### src/rtl/srp_pkg.sv
// Shared types, constants and a helper function for the stepper ramp positioner.
`timescale 1ns / 1ps
`default_nettype none

package srp_pkg;

    // Default width of the position and destination counters
    localparam int POSITION_BITS_DEFAULT = 16;

    // Configuration port geometry
    localparam int CFG_INDEX_BITS = 3;
    localparam int CFG_DATA_BITS  = 16;

    // Configuration register indexes
    localparam logic [CFG_INDEX_BITS-1:0] CFG_MIN_PERIOD       = 3'd0;
    localparam logic [CFG_INDEX_BITS-1:0] CFG_DECEL_SPAN       = 3'd1;
    localparam logic [CFG_INDEX_BITS-1:0] CFG_HOME_POSITION    = 3'd2;
    localparam logic [CFG_INDEX_BITS-1:0] CFG_HOME_WINDOW_LOW  = 3'd3;
    localparam logic [CFG_INDEX_BITS-1:0] CFG_HOME_WINDOW_HIGH = 3'd4;

    // Input word modes
    localparam logic [1:0] MODE_TICK      = 2'd0;
    localparam logic [1:0] MODE_SET_DEST  = 2'd1;
    localparam logic [1:0] MODE_HOME      = 2'd2;
    localparam logic [1:0] MODE_CLEAR_HOME = 2'd3;

    // Configuration reset values
    localparam logic [7:0]         MIN_PERIOD_RESET       = 8'd40;
    localparam logic [6:0]         DECEL_SPAN_RESET       = 7'd30;
    localparam logic signed [15:0] HOME_POSITION_RESET    = 16'sd100;
    localparam logic signed [15:0] HOME_WINDOW_LOW_RESET  = 16'sd80;
    localparam logic signed [15:0] HOME_WINDOW_HIGH_RESET = 16'sd120;

    // Period limits; reset period is the saturated sum of the reset config
    localparam logic [7:0] PERIOD_MAX = 8'd255;
    localparam int PERIOD_RESET_SUM = int'(MIN_PERIOD_RESET) + int'(DECEL_SPAN_RESET);
    localparam logic [7:0] PERIOD_RESET =
        8'((PERIOD_RESET_SUM > 255) ? 255 : PERIOD_RESET_SUM);

    // Configuration register set
    typedef struct packed {
        logic [7:0]         min_period;
        logic [6:0]         decel_span;
        logic signed [15:0] home_position;
        logic signed [15:0] home_window_low;
        logic signed [15:0] home_window_high;
    } srp_cfg_t;

    // One result word
    typedef struct packed {
        logic               step_pulse;
        logic               step_direction;
        logic signed [15:0] position;
        logic [7:0]         period;
        logic               at_destination;
        logic               home_seen;
    } srp_result_t;

    // Reload period: min_period + decel_span, saturated at the period maximum
    function automatic logic [7:0] reload_period(input logic [7:0] min_p,
                                                 input logic [6:0] slope);
        logic [8:0] sum;
        sum = {1'b0, min_p} + {2'b00, slope};
        return sum[8] ? PERIOD_MAX : sum[7:0];
    endfunction

endpackage

`default_nettype wire

### src/rtl/srp_cfg.sv
// Configuration register file of the stepper ramp positioner.
`timescale 1ns / 1ps
`default_nettype none

module srp_cfg (
    input  wire logic                                clk,
    input  wire logic                                rst_n,
    input  wire logic                                cfg_valid,
    output logic                                     cfg_ready,
    input  wire logic [srp_pkg::CFG_INDEX_BITS-1:0]  cfg_index,
    input  wire logic [srp_pkg::CFG_DATA_BITS-1:0]   cfg_data,
    output srp_pkg::srp_cfg_t                        cfg
);
    import srp_pkg::*;

    srp_cfg_t cfg_reg;

    // Always take a write word
    assign cfg_ready = 1'b1;
    assign cfg       = cfg_reg;

    // Hold registers, update the addressed one on a write
    always_ff @(posedge clk or negedge rst_n)
    begin
        if (!rst_n)
        begin
            cfg_reg.min_period       <= MIN_PERIOD_RESET;
            cfg_reg.decel_span       <= DECEL_SPAN_RESET;
            cfg_reg.home_position    <= HOME_POSITION_RESET;
            cfg_reg.home_window_low  <= HOME_WINDOW_LOW_RESET;
            cfg_reg.home_window_high <= HOME_WINDOW_HIGH_RESET;
        end
        else if (cfg_valid)
        begin
            unique case (cfg_index)
                CFG_MIN_PERIOD:       cfg_reg.min_period       <= cfg_data[7:0];
                CFG_DECEL_SPAN:       cfg_reg.decel_span       <= cfg_data[6:0];
                CFG_HOME_POSITION:    cfg_reg.home_position    <= $signed(cfg_data);
                CFG_HOME_WINDOW_LOW:  cfg_reg.home_window_low  <= $signed(cfg_data);
                CFG_HOME_WINDOW_HIGH: cfg_reg.home_window_high <= $signed(cfg_data);
                default:              cfg_reg                  <= cfg_reg;
            endcase
        end
    end

endmodule

`default_nettype wire

### src/rtl/srp_core.sv
// Positioner state and single-pass next-state logic for one input word.
`timescale 1ns / 1ps
`default_nettype none

module srp_core #(
    parameter int POSITION_BITS = srp_pkg::POSITION_BITS_DEFAULT
) (
    input  wire logic                clk,
    input  wire logic                rst_n,
    input  wire logic                advance,
    input  wire logic [1:0]          mode,
    input  wire logic signed [15:0]  new_destination,
    input  wire srp_pkg::srp_cfg_t   cfg,
    output srp_pkg::srp_result_t     result
);
    import srp_pkg::*;

    localparam int P = POSITION_BITS;

    logic signed [P-1:0] pos_reg, pos_next;
    logic signed [P-1:0] dest_reg, dest_next;
    logic [7:0]          period_reg, period_next;
    logic [7:0]          tick_reg, tick_next;
    logic                home_reg, home_next;

    logic signed [P-1:0] dest_in, win_low, win_high, home_pos;
    logic [P:0]          dist_up, dist_dn, slope_ext;
    logic                fire, below, above, near_up, near_dn, near;
    logic [7:0]          period_ramp;
    logic                pulse, dir;

    // Fit 16-bit values to the position width
    assign dest_in  = P'(new_destination);
    assign win_low  = P'(cfg.home_window_low);
    assign win_high = P'(cfg.home_window_high);
    assign home_pos = P'(cfg.home_position);

    // Distance to destination in either direction, one bit wider than position
    assign dist_up   = (P+1)'(dest_reg) - (P+1)'(pos_reg);
    assign dist_dn   = (P+1)'(pos_reg) - (P+1)'(dest_reg);
    assign slope_ext = (P+1)'(cfg.decel_span);
    assign near_up   = dist_up < slope_ext;
    assign near_dn   = dist_dn < slope_ext;

    assign below = pos_reg < dest_reg;
    assign above = pos_reg > dest_reg;
    assign near  = below ? near_up : near_dn;
    assign fire  = (mode == MODE_TICK) && (tick_reg >= period_reg);

    // Ramp: slow down near the destination, speed up toward the minimum
    always_comb
    begin
        period_ramp = period_reg;
        if (near)
        begin
            if (period_reg != PERIOD_MAX)
                period_ramp = period_reg + 8'd1;
        end
        else if (period_reg > cfg.min_period)
        begin
            period_ramp = period_reg - 8'd1;
        end
    end

    // Next state for the current word
    always_comb
    begin
        pos_next    = pos_reg;
        dest_next   = dest_reg;
        period_next = period_reg;
        tick_next   = tick_reg;
        home_next   = home_reg;
        pulse       = 1'b0;
        dir         = 1'b0;
        unique case (mode)
            MODE_TICK:
            begin
                if (fire)
                begin
                    tick_next = '0;
                    if (below)
                    begin
                        period_next = period_ramp;
                        pos_next    = pos_reg + P'(1);
                        pulse       = 1'b1;
                    end
                    else if (above)
                    begin
                        period_next = period_ramp;
                        pos_next    = pos_reg - P'(1);
                        pulse       = 1'b1;
                        dir         = 1'b1;
                    end
                    if (pos_next == dest_reg)
                        period_next = reload_period(cfg.min_period, cfg.decel_span);
                end
                else
                begin
                    tick_next = tick_reg + 8'd1;
                end
            end
            MODE_SET_DEST:
            begin
                dest_next = dest_in;
            end
            MODE_HOME:
            begin
                home_next = 1'b1;
                if ((pos_reg < win_low) || (pos_reg > win_high))
                    pos_next = home_pos;
            end
            MODE_CLEAR_HOME:
            begin
                home_next = 1'b0;
            end
            default:
            begin
                home_next = home_reg;
            end
        endcase
    end

    // Result word built from the next state
    always_comb
    begin
        result.step_pulse     = pulse;
        result.step_direction = dir;
        result.position       = 16'(pos_next);
        result.period         = period_next;
        result.at_destination = (pos_next == dest_next);
        result.home_seen      = home_next;
    end

    // Advance state once per processed word
    always_ff @(posedge clk or negedge rst_n)
    begin
        if (!rst_n)
        begin
            pos_reg    <= '0;
            dest_reg   <= '0;
            period_reg <= PERIOD_RESET;
            tick_reg   <= '0;
            home_reg   <= 1'b0;
        end
        else if (advance)
        begin
            pos_reg    <= pos_next;
            dest_reg   <= dest_next;
            period_reg <= period_next;
            tick_reg   <= tick_next;
            home_reg   <= home_next;
        end
    end

endmodule

`default_nettype wire

### src/rtl/stepper_ramp_positioner.sv
// Top level of the stepper ramp positioner: handshake stages around the core.
//
//   channel  handshake              payload
//   in       in_valid / in_ready    mode, new_destination
//   out      out_valid / out_ready  step_pulse, step_direction, position, period,
//                                   at_destination, home_seen
//   cfg      cfg_valid / cfg_ready  cfg_index, cfg_data
//
// One word per clock sustained while out_ready is high; a taken word moves from the input
// register to the result register when that is free or being drained, and leaves from there.
// The core state updates in the same cycle a word moves into the result register.
// A stalled output holds its word; the input register still takes one more word.
// Reset restores the configuration defaults and clears position, destination,
// tick counter and home flag; the period starts at min_period + decel_span.
`timescale 1ns / 1ps
`default_nettype none

module stepper_ramp_positioner #(
    parameter int POSITION_BITS = srp_pkg::POSITION_BITS_DEFAULT
) (
    input  wire logic                                clk,
    input  wire logic                                rst_n,
    input  wire logic                                in_valid,
    output logic                                     in_ready,
    input  wire logic [1:0]                          mode,
    input  wire logic signed [15:0]                  new_destination,
    output logic                                     out_valid,
    input  wire logic                                out_ready,
    output logic                                     step_pulse,
    output logic                                     step_direction,
    output logic signed [15:0]                       position,
    output logic [7:0]                               period,
    output logic                                     at_destination,
    output logic                                     home_seen,
    input  wire logic                                cfg_valid,
    output logic                                     cfg_ready,
    input  wire logic [srp_pkg::CFG_INDEX_BITS-1:0]  cfg_index,
    input  wire logic [srp_pkg::CFG_DATA_BITS-1:0]   cfg_data
);
    import srp_pkg::*;

    srp_cfg_t            cfg;
    srp_result_t         result, result_reg;
    logic                in_full_reg, in_full_next;
    logic                out_full_reg, out_full_next;
    logic [1:0]          mode_reg;
    logic signed [15:0]  dest_word_reg;
    logic                advance, in_take;

    srp_cfg u_cfg (
        .clk       (clk),
        .rst_n     (rst_n),
        .cfg_valid (cfg_valid),
        .cfg_ready (cfg_ready),
        .cfg_index (cfg_index),
        .cfg_data  (cfg_data),
        .cfg       (cfg)
    );

    srp_core #(
        .POSITION_BITS (POSITION_BITS)
    ) u_core (
        .clk             (clk),
        .rst_n           (rst_n),
        .advance         (advance),
        .mode            (mode_reg),
        .new_destination (dest_word_reg),
        .cfg             (cfg),
        .result          (result)
    );

    // Move a word forward when the result register is free or being drained
    assign advance  = in_full_reg && (!out_full_reg || out_ready);
    assign in_ready = !in_full_reg || advance;
    assign in_take  = in_valid && in_ready;

    always_comb
    begin
        in_full_next  = in_take ? 1'b1 : (advance ? 1'b0 : in_full_reg);
        out_full_next = advance ? 1'b1 : (out_ready ? 1'b0 : out_full_reg);
    end

    // Hold stage occupancy
    always_ff @(posedge clk or negedge rst_n)
    begin
        if (!rst_n)
        begin
            in_full_reg  <= 1'b0;
            out_full_reg <= 1'b0;
        end
        else
        begin
            in_full_reg  <= in_full_next;
            out_full_reg <= out_full_next;
        end
    end

    // Capture input word
    always_ff @(posedge clk)
    begin
        if (in_take)
        begin
            mode_reg      <= mode;
            dest_word_reg <= new_destination;
        end
    end

    // Capture result word
    always_ff @(posedge clk)
    begin
        if (advance)
            result_reg <= result;
    end

    assign out_valid      = out_full_reg;
    assign step_pulse     = result_reg.step_pulse;
    assign step_direction = result_reg.step_direction;
    assign position       = result_reg.position;
    assign period         = result_reg.period;
    assign at_destination = result_reg.at_destination;
    assign home_seen      = result_reg.home_seen;

endmodule

`default_nettype wire
### config.mk
export PLATFORM = sky130hd
export DESIGN_NAME = stepper_ramp_positioner
export DESIGN_NICKNAME = d
export VERILOG_FILES = /design/src/rtl/srp_pkg.sv /design/src/rtl/srp_cfg.sv /design/src/rtl/srp_core.sv /design/src/rtl/stepper_ramp_positioner.sv
export SDC_FILE = /design/constraint.sdc
export NUM_CORES = 1
export LEC_CHECK = 0
export BUFFER_PORTS_ARGS = -buffer_cell sky130_fd_sc_hd__buf_4
export CORE_ASPECT_RATIO = 1.5
export CORE_UTILIZATION = 30
export CTS_BUF_LIST = sky130_fd_sc_hd__clkbuf_8 sky130_fd_sc_hd__clkbuf_16
export CTS_CLUSTER_DIAMETER = 120
export DETAILED_ROUTE_END_ITERATION = 10
export GPL_TIMING_DRIVEN = 0
export PLACE_DENSITY = 0.48
export SETUP_SLACK_MARGIN = 0.3
export SLEW_MARGIN = 20
export SYNTH_ARGS = -nofsm -noshare
export SYNTH_HDL_FRONTEND = slang
export SYNTH_SLANG_ARGS = --single-unit
### constraint.sdc
create_clock -name clk -period 4.7 [get_ports clk]
set_input_delay 0.235 -clock clk [delete_from_list [all_inputs] [get_ports clk]]
set_output_delay 0.235 -clock clk [all_outputs]
set_load 0.005 [all_outputs]
==> summary.txt <==
Clock tree
  – Reg clk slew, reported paths: 70 ps
  – Maximum root-to-sink buffer count: 2
  – # clock sinks: 160
  – Root Buffer: clkbuf_16
  – Num CTS Buffers: 17
  – H-tree levels: 4
  – TritonCTS clock tree: built
  – Clk Latency, worst-skew pair: 450 ps

Run status
  – Violated checks: setup timing
  – Status: finished, violations left

Finish
  – Area of the multi-input gates: 0.007333 sq mm
  – Sequential cell area: 0.004275 sq mm
  – Final nets: 1,603
  – Share of cells above drive strength 1: 0.2391
  – # fillers: 3,919
  – Area growth syn-to-layout: 24.38%
  – Antenna diode count: 0
  – Max FFs per register: 63

Yosys
  – Library cells used by synthesis: 76
  – Ys flop type: dfrtp_1
  – Synth area leaders: dfrtp_1 (20%), edfxtp_1 (12%), ha_1 (11%)
  – YS warnings: 0
  – Post-synth EDFFs: 46
  – Leading area contributor after synthesis: dfrtp_1
  – Most frequent cell after synthesis: inv_1
  – Synthesized Nets: 1,450
  – #FFs+latches synth: 160
  – Top cell type's share of synthesized area: 0.2034
  – Mapped Cells: 1,302
  – Post-synthesis sequential area ratio: 0.3604
  – Top cells by count, synth: inv_1 (110), nand2_1 (104), ha_1 (103), dfrtp_1 (96), o21ai_0 (93)
  – Async SR Flop Fraction: 0.7125
  – Avg Synthesized Cell Area: 9.071 sq um
  – Cell area after synthesis: 0.01181 sq mm

Global routing
  – Vias in the first global route: 10,770
  – GRT Util Overall: 0.2206
  – Antenna violations before repair: 0
  – GR Overflow Total: 0
  – Largest net degree at the start of global routing: 74
  – Global-route wire length before repair: 65.04 mm

Critical path
  – R2r setup slk: -220 ps
  – CP Data Arrival Time: 5190 ps
  – Slowest stage delay, CP: 450 ps
  – Type of element launching the critical path: register
  – R2R cell count: 24
  – Critical path's top delay family: compound AO/OA/AOI/OAI gates
  – Crit Path Max Fanout: 3
  – CP Data Required Time: 4970 ps
  – R2R Path Start: u_core.dest_reg[0]
  – Kind of critical path: reg -> reg
  – Most frequent CP cell: buf_6
  – Crit path depth: 24
  – CP Buf/Inv Count: 7
  – Crit. End Element: register
  – Slowest-stage cell, CP: dfrtp_2
  – Worst R2R End: period[2]
  – Cell Chain, Critical Path: inv_2, ha_4, inv_2, fa_2, a21o_1, a221oi_4, xnor2_1, ha_1, and2_4, a2111oi_4, o2111ai_2, a211oi_2, o2111ai_1, or4_4, nor4_4, buf_4, buf_4, buf_6, buf_6, buf_6, nor4_1, a31o_4, and2_4, a311oi_2

Die
  – Starting Density: 0.3056
  – Core ar.: 0.03865 sq mm
  – Row cnt: 88
  – Chip height: 245 um
  – Die Wd: 164 um
  – # IOs: 73
  – Die area: 0.04018 sq mm

Pwr
  – Leak: 6.084 nW
  – Worst VDD drop: 0.0002893 V
  – PD cells: 617.6 mW/mm^2

Min path
  – Hold depth: 3
  – Hold Crit Class: in -> reg
  – Hold_sp: cfg_data[9]
  – Hold Path End: u_cfg.cfg[9]

Route
  – Iteration-0 DRC Markers: 647
  – Drt drc: 0
  – DRT Wirelength: 42.95 mm
  – Vias: 10,590
  – DR vias/cell: 5.392
  – Final antenna-violating net count: 0
  – Routed wire per std cell: 21.88 um
  – First-pass iteration count of the detailed router: 5

Timing
  – Worst-margin pin slew: 1014 ps
  – Setup TNS: -1972 ps
  – Final setup margin: -219.0 ps
  – Clk_skew: 14.62 ps
  – Fin. max-slew vios: 0
  – Max frequency: 0.2033 GHz
  – Minimum clock period: 4919 ps
  – Final setup violation count: 16
  – Final period utilization: 1.047
  – Worst hold margin: 27.24 ps
  – Hold Vio Cnt, Final: 0
  – Slew HR: 0.3175
  – RSZ-0062 raised after global routing: yes

Flow run
  – MaxCap Viol Count: 0

Placed design
  – Port buffer count: 71
  – GPL Wtd Cong: 0.9189
  – Hpwl dp: 33.83 mm
per-layer routing:
| metal | wire [um] | up-vias | global-route usage | part of all wire |
|---|---|---|---|---|
| met5 | 0 | - | 0 | 0 |
| met1 | 17110 | 5151 | 0.2509 | 0.40 |
| li1 | - | 5044 | - | - |
| met4 | 2309 | 0 | 0.1275 | 0.054 |
| met3 | 1481 | 100 | 0.02247 | 0.034 |
| met2 | 22050 | 290 | 0.3956 | 0.51 |
stage by stage:
stage	std cells	cell area (sq um)	setup slack (ps)	power, W	util
finish	1963	14690	-219.0	0.009072	0.3801
floorplan	1302	11890	122.8	0.005490	-
detailed placement	1870	13110	-1417	0.007138	0.3393
global route	1963	14690	-422.5	0.009724	0.3801
global placement	1868	13040	-1838	0.007100	0.3375
CTS	1951	14480	-196.4	0.008932	0.3745
tightest hold or removal path, delay by kind of cell:
kind,cells,cell delay (ps)
buf+inv,1,100
compound gates,1,60
simple gates,1,40
power breakdown:
group          leakage, nW  internal, W  total [W]  switching, W
clock network        0.274     0.000693    0.00135      0.000658
registers             1.79      0.00179    0.00219      0.000398
logic                 4.02      0.00221    0.00553       0.00332
total                 6.08      0.00469    0.00907       0.00438
placed cells by master (no fill, tap or decap), types with 17 or more instances in the layout:
| master | instances |
|---|---|
| xnor2_1 | 42 |
| o21ai_0 | 90 |
| dfrtp_1 | 81 |
| xor2_1 | 24 |
| buf_4 | 104 |
| a21oi_1 | 64 |
| clkbuf_16 | 17 |
| clkbuf_1 | 32 |
| inv_1 | 106 |
| nor2_1 | 81 |
| edfxtp_1 | 46 |
| mux2_2 | 55 |
| nand3_1 | 41 |
| dlygate4sd3_1 | 20 |
| nand4_1 | 29 |
| a21o_1 | 23 |
| dfstp_2 | 18 |
| ha_1 | 102 |
| nor3_1 | 19 |
| a31oi_1 | 17 |
| and3_1 | 18 |
| nand2_1 | 103 |
worst max path at each step:
| stage | startpoint | end | slack, ps |
|---|---|---|---|
| 6_report | u_core.dest_reg[0] | period[2] | -220 |
| 2_1_floorplan | u_core.dest_reg[0] | period[0] | 120 |
| 4_1_cts | u_core.dest_reg[0] | period[5] | -200 |
| 5_1_grt | u_core.pos_reg[0] | period[7] | -420 |
| 3_5_place_dp | u_core.pos_reg[0] | period[3] | -1420 |
| 3_3_place_gp | u_core.pos_reg[0] | period[6] | -1840 |
area by class of cell:
type                    count  area share
flip-flops and latches    160      0.2911
well taps                 495     0.04216
inverters                 113     0.02905
clock buffers              17     0.02896
repair buffers            134     0.07862
clock inverters            15    0.008944
multi-input cells         967      0.4992
plain buffers              62     0.02198
cell families after synthesis:
family / share of synthesized area
DFF: 0.3604
and+or+nand+nor: 0.1700
other: 0.0003175
adders and majority gates: 0.1142
buffers and inverters: 0.05837
muxes: 0.06685
xor gates and xnor gates: 0.04895
AOI/OAI and AO/OA: 0.1808
timing repair:
| action | 4_1_cts | 5_1_grt |
|---|---|---|
| setup buffers | 28 | 12 |
| cloned | 1 | 0 |
| gates resized for setup | 85 | 33 |
| hold buffers | 20 | 0 |
| endpoints found under the hold margin | 49 | 0 |
| pin swaps | 29 | 16 |
| setup endpoints to repair | 25 | 17 |
Power figures use the tool's default switching activity.
